## src/hdl/ptc_pkg.sv

```systemverilog
// ptc_pkg: shared types and codes for the paper tape channel controller
// used by ptc_step, ptc_state and paper_tape_channel_controller; no dependencies
package ptc_pkg;

  // request kinds carried in the input tuser
  typedef enum logic [2:0] {
    KIND_START   = 3'd0,
    KIND_TEST_IO = 3'd1,
    KIND_TEST_DV = 3'd2,
    KIND_HALT    = 3'd3,
    KIND_ACK     = 3'd4,
    KIND_TICK    = 3'd5
  } kind_t;

  // transfer thread state, one-hot
  typedef enum logic [5:0] {
    MODE_IDLE  = 6'b000001,
    MODE_INIT  = 6'b000010,
    MODE_WRITE = 6'b000100,
    MODE_READ  = 6'b001000,
    MODE_READI = 6'b010000,
    MODE_END   = 6'b100000
  } mode_t;

  // channel action codes
  localparam logic [2:0] ACT_NONE    = 3'd0;
  localparam logic [2:0] ACT_FETCH   = 3'd1;
  localparam logic [2:0] ACT_XFER    = 3'd2;
  localparam logic [2:0] ACT_CHEND   = 3'd3;
  localparam logic [2:0] ACT_UNUSUAL = 3'd4;

  // channel fault flags
  localparam logic [1:0] FLT_NONE   = 2'd0;
  localparam logic [1:0] FLT_LENGTH = 2'd1;
  localparam logic [1:0] FLT_DATA   = 2'd2;

  // stop codes
  localparam logic [2:0] STOP_OK      = 3'd0;
  localparam logic [2:0] STOP_UNATT   = 3'd1;
  localparam logic [2:0] STOP_IOERR   = 3'd2;
  localparam logic [2:0] STOP_CHERR   = 3'd3;
  localparam logic [2:0] STOP_ILLEGAL = 3'd4;

  // command bytes
  localparam logic [7:0] CMD_WRITE    = 8'h01;
  localparam logic [7:0] CMD_READ     = 8'h02;
  localparam logic [7:0] CMD_READI    = 8'h82;
  localparam logic [7:0] CMD_MOD_MASK = 8'h7F;

  // configuration register indexes
  localparam logic [1:0] CFG_READER_ATT  = 2'd0;
  localparam logic [1:0] CFG_PUNCH_ATT   = 2'd1;
  localparam logic [1:0] CFG_READER_STOP = 2'd2;
  localparam logic [1:0] CFG_PUNCH_STOP  = 2'd3;

  localparam int IN_DATA_W  = 32;
  localparam int OUT_DATA_W = 32;

  typedef struct packed {
    logic       punch_fault;
    logic       tape_fault;
    logic       tape_end;
    logic [7:0] tape_byte;
    logic       chan_chain;
    logic       chan_count_zero;
    logic       chan_error;
    logic [7:0] chan_byte;
    logic [7:0] chan_command;
  } payload_t;

  typedef struct packed {
    logic [2:0] kind;
    payload_t   pl;
  } item_t;

  typedef struct packed {
    logic [2:0] stop_code;
    logic       clear_interrupt;
    logic [1:0] chan_fault_flag;
    logic [2:0] chan_action;
    logic [7:0] punch_data;
    logic       punch_valid;
    logic [7:0] mem_write_byte;
    logic       mem_write_valid;
    logic       punch_manual;
    logic       reader_manual;
    logic       status_ready;
    logic       status_busy;
  } result_t;

  typedef struct packed {
    logic reader_attached;
    logic punch_attached;
    logic reader_stop_unattached;
    logic punch_stop_unattached;
  } cfg_t;

  // next thread state handed from the step logic to the state registers
  typedef struct packed {
    mode_t mode;
    logic  leader_seen;
  } thread_t;

endpackage

```

## src/hdl/ptc_state.sv

```systemverilog
// ptc_state: thread state and configuration registers
// depends on ptc_pkg
module ptc_state (
  input  logic             clk,
  input  logic             rst_n,
  input  logic             advance,
  input  ptc_pkg::thread_t thr_nxt,
  input  logic             cfg_we,
  input  logic [1:0]       cfg_index,
  input  logic             cfg_wdata,
  output ptc_pkg::thread_t thr_r,
  output ptc_pkg::cfg_t    cfg_r
);

  ptc_pkg::thread_t state_nxt;

  // thread state follows each request leaving the input stage
  // any write to the reader attach register forgets the leader
  always_comb begin
    state_nxt = advance ? thr_nxt : thr_r;
    if (cfg_we && cfg_index == ptc_pkg::CFG_READER_ATT) begin
      state_nxt.leader_seen = 1'b0;
    end
  end

  always_ff @(posedge clk) begin
    if (!rst_n) begin
      thr_r.mode        <= ptc_pkg::MODE_IDLE;
      thr_r.leader_seen <= 1'b0;
    end else begin
      thr_r <= state_nxt;
    end
  end

  // configuration writes
  always_ff @(posedge clk) begin
    if (!rst_n) begin
      cfg_r.reader_attached        <= 1'b0;
      cfg_r.punch_attached         <= 1'b0;
      cfg_r.reader_stop_unattached <= 1'b1;
      cfg_r.punch_stop_unattached  <= 1'b1;
    end else if (cfg_we) begin
      case (cfg_index)
        ptc_pkg::CFG_READER_ATT:  cfg_r.reader_attached        <= cfg_wdata;
        ptc_pkg::CFG_PUNCH_ATT:   cfg_r.punch_attached         <= cfg_wdata;
        ptc_pkg::CFG_READER_STOP: cfg_r.reader_stop_unattached <= cfg_wdata;
        ptc_pkg::CFG_PUNCH_STOP:  cfg_r.punch_stop_unattached  <= cfg_wdata;
        default: ;
      endcase
    end
  end

endmodule

```

## src/hdl/ptc_step.sv

```systemverilog
// ptc_step: combinational result and next state for one request
// depends on ptc_pkg
module ptc_step (
  input  ptc_pkg::item_t   item,
  input  ptc_pkg::thread_t thr,
  input  ptc_pkg::cfg_t    cfg,
  output ptc_pkg::result_t res,
  output ptc_pkg::thread_t thr_nxt
);

  logic       busy;
  logic       ready;
  logic       leader_set;
  logic [7:0] cmd;

  assign busy       = (thr.mode != ptc_pkg::MODE_IDLE);
  assign ready      = cfg.reader_attached & cfg.punch_attached;
  assign cmd        = item.pl.chan_command;
  assign leader_set = thr.leader_seen | (item.pl.tape_byte != 8'd0);

  always_comb begin
    res     = '0;
    thr_nxt = thr;
    case (item.kind)
      ptc_pkg::KIND_START: begin
        res.status_busy  = busy;
        res.status_ready = ready;
        if (!busy) begin
          thr_nxt.mode = ptc_pkg::MODE_INIT;
        end
      end
      ptc_pkg::KIND_TEST_IO: begin
        res.status_busy  = busy;
        res.status_ready = ready;
      end
      ptc_pkg::KIND_TEST_DV: begin
        res.reader_manual = ~cfg.reader_attached;
        res.punch_manual  = ~cfg.punch_attached;
      end
      ptc_pkg::KIND_HALT: begin
        res.clear_interrupt = 1'b1;
        res.status_busy     = busy;
        res.status_ready    = ready;
        if (busy) begin
          thr_nxt.mode    = ptc_pkg::MODE_IDLE;
          res.chan_action = ptc_pkg::ACT_UNUSUAL;
        end
      end
      ptc_pkg::KIND_ACK: begin
        res.clear_interrupt = 1'b1;
      end
      ptc_pkg::KIND_TICK: begin
        case (thr.mode)
          // command fetch
          ptc_pkg::MODE_INIT: begin
            res.chan_action = ptc_pkg::ACT_FETCH;
            if (item.pl.chan_error) begin
              thr_nxt.mode    = ptc_pkg::MODE_IDLE;
              res.chan_action = ptc_pkg::ACT_UNUSUAL;
              res.stop_code   = ptc_pkg::STOP_CHERR;
            end else if (cmd == ptc_pkg::CMD_WRITE) begin
              thr_nxt.mode = ptc_pkg::MODE_WRITE;
            end else if ((cmd & ptc_pkg::CMD_MOD_MASK) == ptc_pkg::CMD_READ) begin
              thr_nxt.mode = (cmd == ptc_pkg::CMD_READI) ? ptc_pkg::MODE_READI
                                                         : ptc_pkg::MODE_READ;
            end else begin
              thr_nxt.mode = ptc_pkg::MODE_END;
            end
          end
          // reader to memory
          ptc_pkg::MODE_READ, ptc_pkg::MODE_READI: begin
            if (!cfg.reader_attached) begin
              res.stop_code = cfg.reader_stop_unattached ? ptc_pkg::STOP_UNATT
                                                         : ptc_pkg::STOP_OK;
            end else if (item.pl.tape_end) begin
              res.chan_fault_flag = ptc_pkg::FLT_LENGTH;
              thr_nxt.mode        = ptc_pkg::MODE_END;
            end else if (item.pl.tape_fault) begin
              thr_nxt.mode        = ptc_pkg::MODE_IDLE;
              res.chan_fault_flag = ptc_pkg::FLT_DATA;
              res.chan_action     = ptc_pkg::ACT_UNUSUAL;
              res.stop_code       = ptc_pkg::STOP_IOERR;
            end else begin
              thr_nxt.leader_seen = leader_set;
              if (thr.mode == ptc_pkg::MODE_READI || leader_set) begin
                res.chan_action = ptc_pkg::ACT_XFER;
                if (item.pl.chan_error) begin
                  thr_nxt.mode    = ptc_pkg::MODE_IDLE;
                  res.chan_action = ptc_pkg::ACT_UNUSUAL;
                  res.stop_code   = ptc_pkg::STOP_CHERR;
                end else begin
                  res.mem_write_valid = 1'b1;
                  res.mem_write_byte  = item.pl.tape_byte;
                  if (item.pl.chan_count_zero) begin
                    thr_nxt.mode = ptc_pkg::MODE_END;
                  end
                end
              end
            end
          end
          // memory to punch
          ptc_pkg::MODE_WRITE: begin
            if (!cfg.punch_attached) begin
              res.stop_code = cfg.punch_stop_unattached ? ptc_pkg::STOP_UNATT
                                                        : ptc_pkg::STOP_OK;
            end else begin
              res.chan_action = ptc_pkg::ACT_XFER;
              if (item.pl.chan_error) begin
                thr_nxt.mode    = ptc_pkg::MODE_IDLE;
                res.chan_action = ptc_pkg::ACT_UNUSUAL;
                res.stop_code   = ptc_pkg::STOP_CHERR;
              end else if (item.pl.punch_fault) begin
                thr_nxt.mode        = ptc_pkg::MODE_IDLE;
                res.chan_fault_flag = ptc_pkg::FLT_DATA;
                res.chan_action     = ptc_pkg::ACT_UNUSUAL;
                res.stop_code       = ptc_pkg::STOP_IOERR;
              end else begin
                res.punch_valid = 1'b1;
                res.punch_data  = item.pl.chan_byte;
                if (item.pl.chan_count_zero) begin
                  thr_nxt.mode = ptc_pkg::MODE_END;
                end
              end
            end
          end
          // channel end, optional chaining
          ptc_pkg::MODE_END: begin
            res.chan_action = ptc_pkg::ACT_CHEND;
            if (item.pl.chan_error) begin
              thr_nxt.mode    = ptc_pkg::MODE_IDLE;
              res.chan_action = ptc_pkg::ACT_UNUSUAL;
              res.stop_code   = ptc_pkg::STOP_CHERR;
            end else begin
              thr_nxt.mode = item.pl.chan_chain ? ptc_pkg::MODE_INIT
                                                : ptc_pkg::MODE_IDLE;
            end
          end
          default: ;
        endcase
      end
      default: begin
        res.stop_code = ptc_pkg::STOP_ILLEGAL;
      end
    endcase
  end

endmodule

```

## src/hdl/paper_tape_channel_controller.sv

```systemverilog
// paper_tape_channel_controller: top level, input and result registers around the step logic
// depends on ptc_pkg, ptc_step, ptc_state
// path: an accepted request waits in the input register, its result in the result register
// throughput: one request per cycle while out_tready is high; input refills as output drains
// the only loop is the thread state register, updated as each request advances
// reset: synchronous active-low rst_n empties both registers, sets the thread idle and
//   the configuration to its defaults (no units attached, stop when unattached)
module paper_tape_channel_controller (
  input  logic        clk,
  input  logic        rst_n,
  input  logic        in_tvalid,
  output logic        in_tready,
  // [7:0] chan_command, [15:8] chan_byte, [16] chan_error, [17] chan_count_zero,
  // [18] chan_chain, [26:19] tape_byte, [27] tape_end, [28] tape_fault, [29] punch_fault
  input  logic [ptc_pkg::IN_DATA_W-1:0] in_tdata,
  // [2:0] kind
  input  logic [2:0]  in_tuser,
  output logic        out_tvalid,
  input  logic        out_tready,
  // [0] status_busy, [1] status_ready, [2] reader_manual, [3] punch_manual,
  // [4] mem_write_valid, [12:5] mem_write_byte, [13] punch_valid, [21:14] punch_data,
  // [24:22] chan_action, [26:25] chan_fault_flag, [27] clear_interrupt, [30:28] stop_code
  output logic [ptc_pkg::OUT_DATA_W-1:0] out_tdata,
  input  logic        cfg_we,
  input  logic [1:0]  cfg_index,
  input  logic        cfg_wdata
);

  ptc_pkg::item_t   item_r;
  logic             item_v_r;
  ptc_pkg::result_t res_r;
  logic             res_v_r;
  ptc_pkg::result_t res_nxt;
  ptc_pkg::thread_t thr_r;
  ptc_pkg::thread_t thr_nxt;
  ptc_pkg::cfg_t    cfg_r;
  logic             advance;

  // a request moves on when the result register is free or being drained
  assign advance   = item_v_r & (~res_v_r | out_tready);
  assign in_tready = ~item_v_r | advance;

  // input register
  always_ff @(posedge clk) begin
    if (!rst_n) begin
      item_v_r <= 1'b0;
    end else if (in_tready) begin
      item_v_r <= in_tvalid;
    end
  end

  always_ff @(posedge clk) begin
    if (in_tready && in_tvalid) begin
      item_r.kind <= in_tuser;
      item_r.pl   <= in_tdata[$bits(ptc_pkg::payload_t)-1:0];
    end
  end

  ptc_step u_step (
    .item    (item_r),
    .thr     (thr_r),
    .cfg     (cfg_r),
    .res     (res_nxt),
    .thr_nxt (thr_nxt)
  );

  ptc_state u_state (
    .clk       (clk),
    .rst_n     (rst_n),
    .advance   (advance),
    .thr_nxt   (thr_nxt),
    .cfg_we    (cfg_we),
    .cfg_index (cfg_index),
    .cfg_wdata (cfg_wdata),
    .thr_r     (thr_r),
    .cfg_r     (cfg_r)
  );

  // result register
  always_ff @(posedge clk) begin
    if (!rst_n) begin
      res_v_r <= 1'b0;
    end else if (advance) begin
      res_v_r <= 1'b1;
    end else if (out_tready) begin
      res_v_r <= 1'b0;
    end
  end

  always_ff @(posedge clk) begin
    if (advance) begin
      res_r <= res_nxt;
    end
  end

  assign out_tvalid = res_v_r;
  assign out_tdata  = {{(ptc_pkg::OUT_DATA_W - $bits(ptc_pkg::result_t)){1'b0}}, res_r};

endmodule
```

## config.mk

```make
export PLATFORM = sky130hd
export DESIGN_NAME = paper_tape_channel_controller
export DESIGN_NICKNAME = d
export VERILOG_FILES = /design/src/hdl/ptc_pkg.sv /design/src/hdl/ptc_state.sv /design/src/hdl/ptc_step.sv /design/src/hdl/paper_tape_channel_controller.sv
export SDC_FILE = /design/constraint.sdc
export NUM_CORES = 1
export LEC_CHECK = 0
export BUFFER_PORTS_ARGS = -buffer_cell sky130_fd_sc_hd__clkbuf_2
export CELL_PAD_IN_SITES_DETAIL_PLACEMENT = 1
export CELL_PAD_IN_SITES_GLOBAL_PLACEMENT = 1
export CORE_AREA = 2 2 92 94
export DETAILED_ROUTE_END_ITERATION = 10
export DIE_AREA = 0 0 94 96
export PLACE_DENSITY = 0.78
export SLEW_MARGIN = 20
export SYNTH_ARGS = -nofsm -noshare
export SYNTH_HDL_FRONTEND = slang
export SYNTH_SLANG_ARGS = --single-unit
```

## constraint.sdc

```tcl
create_clock -name clk -period 3.55 [get_ports clk]
set_input_delay 0.5325 -clock clk [delete_from_list [all_inputs] [get_ports clk]]
set_output_delay 0.5325 -clock clk [all_outputs]
set_load 0.01 [all_outputs]
```

# Word level (Yosys, flattened, before mapping)
# Cells that the tools add are included.
dict set report classes {
  eq_ne 23
  mux 56
  bitwise_logic 16
  n_reduce_logical 24
}
# op n
set ops {}
lappend ops {{6-bit two-way mux} 14}
lappend ops {{3-bit two-way mux} 13}
lappend ops {{6-bit one-hot mux with 4 select lines} 1}
lappend ops {{9-bit two-way mux} 2}
lappend ops {{6-bit one-hot mux with 3 select lines} 1}
lappend ops {{5-bit two-way mux} 3}
lappend ops {{14-bit two-way mux} 1}
lappend ops {{2-bit two-way mux} 7}
lappend ops {{3-bit one-hot mux with 2 select lines} 2}
lappend ops {{3-bit one-hot mux with 4 select lines} 1}
lappend ops {{1-bit NOT} 11}
lappend ops {{5-bit OR reduction} 2}
lappend ops {{3-bit one-hot mux with 3 select lines} 1}
lappend ops {{8-bit by 1-bit equality test with 1-bit output, second input constant} 1}
lappend ops {{8-bit equality test, second input constant} 1}
lappend ops {{1-bit two-way mux} 8}
lappend ops {{2-bit AND reduction} 4}
lappend ops {{8-bit AND reduction} 1}
lappend ops {{8-bit nonzero test} 1}
lappend ops {{2-bit OR reduction} 4}
lappend ops {{7-bit by 2-bit equality test with 1-bit output, second input constant} 1}
lappend ops {{7-bit two-way mux} 1}
lappend ops {{7-bit OR reduction} 1}
lappend ops {{3-bit by 2-bit equality test with 1-bit output, second input constant} 2}
lappend ops {{other kinds (28)} 35}
dict set report totals {
  register_bits 77
  input_bits 43
  output_inout_bits 34
}

# Longest topological paths before layout
# Gate-level depths: netlist of run 1.
dict set report depth {
  depth_word 9
  mapped_depth 8
  depth_no_buf 6
}

# Hierarchy
# Synthesis of run 1 repeated with hierarchy kept, for this count alone.
dict set report unflattened {
  cells_unflattened 286
  hier_area_um2 3614.7
}
# module instances cells_each area_each_um2
set by_module_without_submodules {}
lappend by_module_without_submodules {paper_tape_channel_controller 1 75 2037.0}
lappend by_module_without_submodules {ptc_step 1 170 1114.8}
lappend by_module_without_submodules {ptc_state 1 41 462.9}

# Worst setup path before layout of run 1
# No wires, ideal clock.
dict set report synth_path {
  kind {input port to flip-flop}
  from {in out_tready}
  to {reg, netlist name u_state.thr_r[1]}
  arrival_time_ns 3.165
  slack_ns 0.266
  cell_stages 6
  path_buffers 0
  path_cell_list {nor2b_1 > nor2b_1 > a21bo_2 > a211oi_2 > nand2_4 > a211o_1}
}
dict set report synth_via {
  elab_chain_len 3
}
# element line
set synth_lines {}
lappend synth_lines {{start, declared} paper_tape_channel_controller.sv:19} ;# input logic out_tready,
lappend synth_lines {{1-bit OR} paper_tape_channel_controller.sv:40} ;# assign advance = item_v_r & (~res_v_r | out_tready);
lappend synth_lines {{1-bit AND} paper_tape_channel_controller.sv:40}
lappend synth_lines {{via advance} paper_tape_channel_controller.sv:37} ;# logic advance;
lappend synth_lines {{8-bit AND reduction (no source line)} -}
# The timed path passes the listed nets, and every way through them passes these cells.
# A chain may end at the register's enable or synchronous reset.

# Worst setup path in the final report of run 1
dict set report layout_path {
  from {reg, netlist name u_state.thr_r[6]}
  to {reg, netlist name u_state.thr_r[1]}
}
dict set report layout_via {
  elab_chain_len 4
  word_cells_on_any_way 17
  classes_between {eq/ne (12); mux (2); reduce/logical (3)}
}
# element line
set layout_lines {}
lappend layout_lines {{6-bit by 4-bit equality test with 1-bit output or 6-bit by 5-bit equality test with 1-bit output (tied branches)} {ptc_step.sv:53, ptc_step.sv:85}}
lappend layout_lines {{2-bit OR reduction or 1-bit logical OR (tied branches)} {ptc_step.sv:53, ptc_step.sv:85}}
lappend layout_lines {{6-bit one-hot mux with 4 select lines (tied with other cells)} ptc_step.sv:53} ;# case (thr.mode)
lappend layout_lines {{6-bit one-hot mux with 3 select lines or 8-bit AND reduction (tied branches)} -}
# Parallel ways exist; a longest one is shown, timed or not.

==> metrics.txt, run 1 <==
Clock Skew around 0.0061 ns; first-pass GRT wire length 11300 um; Hold Crit Start in_tdata[9]; Worst VDD drop 0.227 mV; H-Tree Level Count 3; sequential-to-total area share from yosys stat 65.6%; Critical Path Source Type register; Design Area, Final around 0.0040 mm^2; ANT nets after route 0; Final Critical Period 2.55 ns; FF+latch count, synth slightly below 80; total setup buffers inserted after CTS 0; top post-synthesis cells by area edfxtp_1, dfxtp_1, and2_1, nor2_1, mux2i_1; Post-synth EDFFs 64; Hold Buf Count CTS 0; clk buf depth 2; Final GP Congestion ~0.89; DR vias about 2300; WS Path Type reg2reg; outcome completed; dpl cell area 0.00378 mm^2; Overflow after GRT 0; Final Core Density 49.2%; DRT met1 WL between 3000 and 4000 um; setup tns final 0 ns; r2r startpoint u_state.thr_r[6]; synth unique cells 54; Core Box Area just over 0.008 mm^2; Die Footprint between 0.009 and 0.01 mm^2; synthesized cell area 0.00332 mm^2; drt via density roughly 5.2; overall routing resource usage between 15 and 20%; reg2reg end u_state.thr_r[1]; initial antenna violation count 0; Fmax achieved roughly 0.4 GHz; Starting Density 41.3%; slew margin rel. just over 50%; Worst Max-Slew Pin Slew between 0.7 and 0.8 ns; Ys Warns 0; Syn-to-layout area delta 19.3%; Post-CTS Resized 0; first drt pass iteration count 4; Final Max Tran Viols 0; Die Wd about 94 um; Clock Latency Late Sink between 0.3 and 0.4 ns; clk sinks 77; Mean Syn Cell Area between 10 and 15 um^2; met2 WL approximately 3600 um; CTS tree yes; clock-pin slew on the worst setup and hold paths about 0.080 ns; Synth top area share about 58%; Die Y 96 um; RSZ-0062 raised after global routing false; Post-Synthesis Cells around 260; share of layout cells above drive strength 1 around 30%; Num CTS Buffers 9; Main synth FF type edfxtp_1; met3 WL 363 um; Place WS 1.01 ns; async set-reset flop share out of synthesis 0%; root buffer cell clkbuf_8; max-capacitance violation count 0; Routed WL slightly above 7000 um; vias in the first global route 2311; # nets final 377; I/O pin count 77; worst-case reg-to-reg path depth 6; Antenna Diode Count 0; Min Hold Slack between 0.3 and 0.4 ns; minimum setup slack among reg-to-reg paths around 1 ns; setup ws final ~1.0 ns; DRC 0; # placed instances 428; endpoints failing hold 0; setup violators final 0; dominant cell type by area after synthesis edfxtp_1; per-cell routed wire length ~16 um; post-DP HPWL about 5200 um; FP Rows 33; fin crit share 71.8%; CP Max Fanout 14; Arr. time, crit path between 2 and 3 ns; Hold Crit Endpoint item_r[9]; leak pwr 1.51 nW; CP endpoint kind register; Pwr Total ~1.8 mW; hold path cells 1; Hold/Removal Path Class in2reg; Post-Layout Cell Count between 400 and 500; Mapped Nets slightly above 300; number of DRC markers in iteration 0 85; largest net degree at the start of global routing 34; required time of the critical path 3.79 ns; Pwr per Cell Area between 400 and 500 mW/mm^2; number of port buffers 73; highest layer used for signal routing met4
area by class of cell:
class	instances	area [um^2]
Timing Repair Buffer	75	380
Fill cell	894	4090
Clock buffer	9	124
Inverter	2	7.51
Sequential cell	77	2180
Clock inverter	6	63.8
Tap cell	105	131
Multi-Input combinational cell	169	1080
registers in the layout (all words and copies together), names as in the netlist:
register	count
item_r	33
out_tdata	31
u_state.thr_r	7
u_state.cfg_r	4
item_v_r	1
out_tvalid	1
critical path: stages (launching register included):
cell     delay, ns
dfxtp_1       0.47
or4b_4        0.57
or2_0         0.22
a311o_1       0.44
o22ai_4       0.32
nand2_4       0.11
a211o_1       0.31
logic make-up (layout without fill, tap and decap cells):
family,Yosys count,count (layout),synth area share [%]
simple gates,122,122,21.0
other cells,1,1,0.113
buf+inv,15,92,2.22
compound gates,34,34,7.60
xor+xnor,5,5,1.32
mux,7,7,2.11
flops,77,77,65.6
where the power goes:
group | internal (mW) | switching (mW)
clock | 0.320 | 0.317
combinational | 0.0456 | 0.0625
sequential | 1.02 | 0.0268
worst max-delay path by stage:
stage                startpoint               end  slack [ns]  cells after the start
2_1_floorplan        out_tready  u_state.thr_r[1]        0.27                      6
4_1_cts        u_state.thr_r[6]  u_state.thr_r[1]         1.0                      6
5_1_grt        u_state.thr_r[1]     out_tdata[11]        0.89                      5
3_5_place_dp   u_state.thr_r[6]  u_state.thr_r[1]        1.01                      6
3_3_place_gp   u_state.thr_r[6]  u_state.thr_r[1]        1.07                      6
6_report       u_state.thr_r[6]  u_state.thr_r[1]        1.00                      6
Yosys cell counts (3+ instances only):
cell type / n
edfxtp_1: 64
nor2_1: 23
and2_1: 20
nand2_1: 18
dfxtp_1: 13
nor3_1: 10
clkbuf_1: 7
mux2i_1: 7
nor2b_1: 7
nand3_1: 6
nor3b_1: 6
nor4_1: 6
o21ai_0: 6
or3_1: 6
a21oi_1: 5
o211ai_1: 4
xor2_1: 4
nor4_2: 3
o22ai_1: 3
layout by cell type, fill, tap and decap left out, types with 2 or more instances in the layout:
master,synthesis,layout
dfxtp_1,13,13
a31oi_1,2,2
clkbuf_2,0,73
or4_1,2,2
nor2b_1,7,6
edfxtp_1,64,64
a21oi_1,5,5
nor3_1,10,10
and2_1,20,20
or3_1,6,6
nor4_2,3,3
clkinvlp_4,0,2
mux2i_1,7,7
clkinv_2,0,2
xor2_1,4,4
o211ai_1,4,4
nand3_1,6,6
nand2_1,18,18
and4b_1,2,2
o21ai_0,6,6
nor2_1,23,23
nor4_1,6,6
nor3b_1,6,6
a211oi_1,2,2
o22ai_1,3,3
buf_4,2,2
nand4_1,2,2
and3_1,2,2
clkbuf_8,0,9
per-layer routing:
layer	track usage, %	vias up
met5	0	-
met3	4.31	17
li1	-	1120
met1	20.8	1094
met2	28.3	77
met4	6.76	0
No activity file was read; power rests on OpenSTA's default activity.
==> run 2, diff against run 1 <==
Settings changed: ABC_AREA set to 1, CORE_AREA 2 2 92 94 to 2 2 99 101, DIE_AREA 0 0 94 96 to 0 0 101 103, PLACE_DENSITY 0.78 to 0.75.
Clock period 3.55 ns to 2.3 ns, I/O delays scaled along.
==> run 2 against run 1 <==
Final cell count increased by 22%. Final area grew 3.9%. Combinational power up 81%. Maximum frequency increased by 38%. Sequential power grew 53%. Via count grew 12%. Worst hold slack got worse by 0.20 ns. Clock skew increased by 0.0074 ns.
==> metrics.txt, run 2 <==
outcome completed; leading cell types by count after synthesis edfxtp_1, nand2_1, inv_1, nor2_1, nand3_1; Post-CTS Resized 0; synthesized cell area ~0.0034 mm^2; Clock Latency Late Sink roughly 0.36 ns; CTS tree yes; largest net degree at the start of global routing 34; Pwr Total roughly 2.8 mW; Core Box Area 0.00946 mm^2; CP Max Fanout 12; Starting Density between 30% and 40%; Die Y around 100 um; first-pass GRT wire length between 10000 and 15000 um; Final Core Density 43.5%; slowest cell on the critical path dfxtp_1; max reg flops 33; I/O pin count 77; clock-pin slew on the worst setup and hold paths around 0.09 ns; initial antenna violation count 0; Routed WL roughly 7400 um; drt via density roughly 4.8; worst-case reg-to-reg path depth 9; setup violators final 0; CP endpoint u_state.thr_r[4]; dominant cell type by area after synthesis edfxtp_1; first drt pass iteration count 4; setup ws final approximately 0.45 ns; root buffer cell clkbuf_8; Critical Path Source Type register; Die Footprint around 0.010 mm^2; overall routing resource usage 15.2%; Worst Setup SP u_state.thr_r[3]; Pwr per Cell Area ~700 mW/mm^2; Hold Crit Start in_tdata[26]; Final Max Tran Viols 0; WS Path Type reg2reg; setup tns final 0 ns; total setup buffers inserted after CTS 0; Num CTS Buffers 9; vias in the first global route 2528; Mean Syn Cell Area around 10 um^2; Critical Path, Cell by Cell nor2_2, nand3_2, nand2_2, nor2_1, nand3_2, nand2_1, nor2_2, nand2_1, a21oi_1; CP endpoint kind register; most common cell after layout, fill and taps aside clkbuf_2; share of layout cells above drive strength 1 between 20 and 30%; per-cell routed wire length about 14 um; DRC 0; fin crit share 80.3%; Final Critical Period approximately 1.8 ns; Place WS about 0.46 ns; DR vias around 2600; clk sinks 77; Worst VDD drop 0.344 mV; Syn-to-layout area delta 20.9%; Hold/Removal Path Class in2reg; number of DRC markers in iteration 0 between 100 and 150; Die Wd roughly 100 um; most frequent cells in the layout clkbuf_2, edfxtp_1, nand2_1; FP Rows 36; r2r startpoint u_state.thr_r[3]; Arr. time, crit path between 2 and 2.5 ns; Clock Skew about 0.014 ns; Overflow after GRT 0; CP peak stage delay ~0.35 ns; Post-synth EDFFs between 60 and 70; sequential-to-total area share from yosys stat between 60% and 70%; Fmax achieved 0.542 GHz; minimum setup slack among reg-to-reg paths ~0.45 ns; number of port buffers 73; max-capacitance violation count 0; RSZ-0062 raised after global routing false; Final GP Congestion around 0.86; Mapped Nets about 380; clk buf depth 2; reg2reg end u_state.thr_r[4]; async set-reset flop share out of synthesis 0%; Synth top area share 56.4%; top post-synthesis cells by area edfxtp_1, dfxtp_1, nand2_1, inv_1, nor2_1; required time of the critical path 2.59 ns; most frequent cell after synthesis edfxtp_1; Hold Buf Count CTS 0; Largest Register item_r; # nets final 463; leak pwr between 1.5 and 2 nW; synth unique cells 31; post-DP HPWL about 5700 um; H-Tree Level Count 3; Ys Warns 0; endpoints failing hold 0; FF+latch count, synth just under 80; Post-Synthesis Cells roughly 340; ANT nets after route 0; Antenna Diode Count 0; Main synth FF type edfxtp_1
## run 2: changes by cell type in the layout (fill, tap and decap cells not counted), moves of 8 or more
cell | previous run | this run
nand2_1 | 18 | 48
nor2_1 | 23 | 43
nor2_2 | 0 | 13
a21oi_1 | 5 | 20
inv_2 | 0 | 8
and2_1 | 20 | 0
nand3_1 | 6 | 32
inv_1 | 1 | 47
## run 2: through the flow
step / hold WS [ns] / cell area (um^2) / instances
final: 0.156 / 4120 / 539
after global routing: 0.140 / 4120 / 539
after CTS: 0.133 / 4120 / 539
after detailed placement: 0.485 / 3920 / 523
after global placement: 0.475 / 3920 / 523
after floorplan: 0.429 / 3410 / 338
## run 2: layout make-up
cell class                 count  area (um^2)
clock buffer                  10          128
clock inverter                 6         71.3
fill                        1084         5340
inverter                      55          206
multi-input combinational    201         1000
sequential                    77         2180
tap                          114          143
timing repair buffer          76          388
## run 2: how the worst min path moves through the flow
stage / endpoint / slack [ns] / cells past startpoint
after floorplan: u_state.thr_r[1] / 0.43 / 1
after global placement: u_state.cfg_r[0] / 0.47 / 2
after detailed placement: u_state.cfg_r[0] / 0.48 / 2
after CTS: item_r[3] / 0.13 / 1
after global routing: item_r[11] / 0.14 / 1
final: item_r[26] / 0.16 / 1
## run 2: power by group
group / switching [mW] / internal, mW / total (mW)
sequential: 0.0361 / 1.58 / 1.61
combinational: 0.125 / 0.0698 / 0.195
clock: 0.523 / 0.513 / 1.04
total: 0.684 / 2.16 / 2.84
## run 2: layer usage
layer	routed length (um)	share of wire [%]	track usage, %
met1	3310	45	18.8
met2	3690	50	25.9
met3	292	3.9	3.19
met4	114	1.5	6.55
met5	0	0	0
## run 2: kinds of logic after synthesis
logic type	after synthesis	synth area share [%]
AO/OA/AOI/OAI	35	5.62
buffers and inverters	60	6.94
other	1	0.110
flip-flops	77	64.0
AND/OR/NAND/NOR	165	23.3
## run 2: worst max-delay path: cells and delay by family, from the launching register on
family	cells	cell delay [ns]
AND/OR/NAND/NOR	8	1.30
flip-flops	1	0.35
AO/OA/AOI/OAI	1	0.12
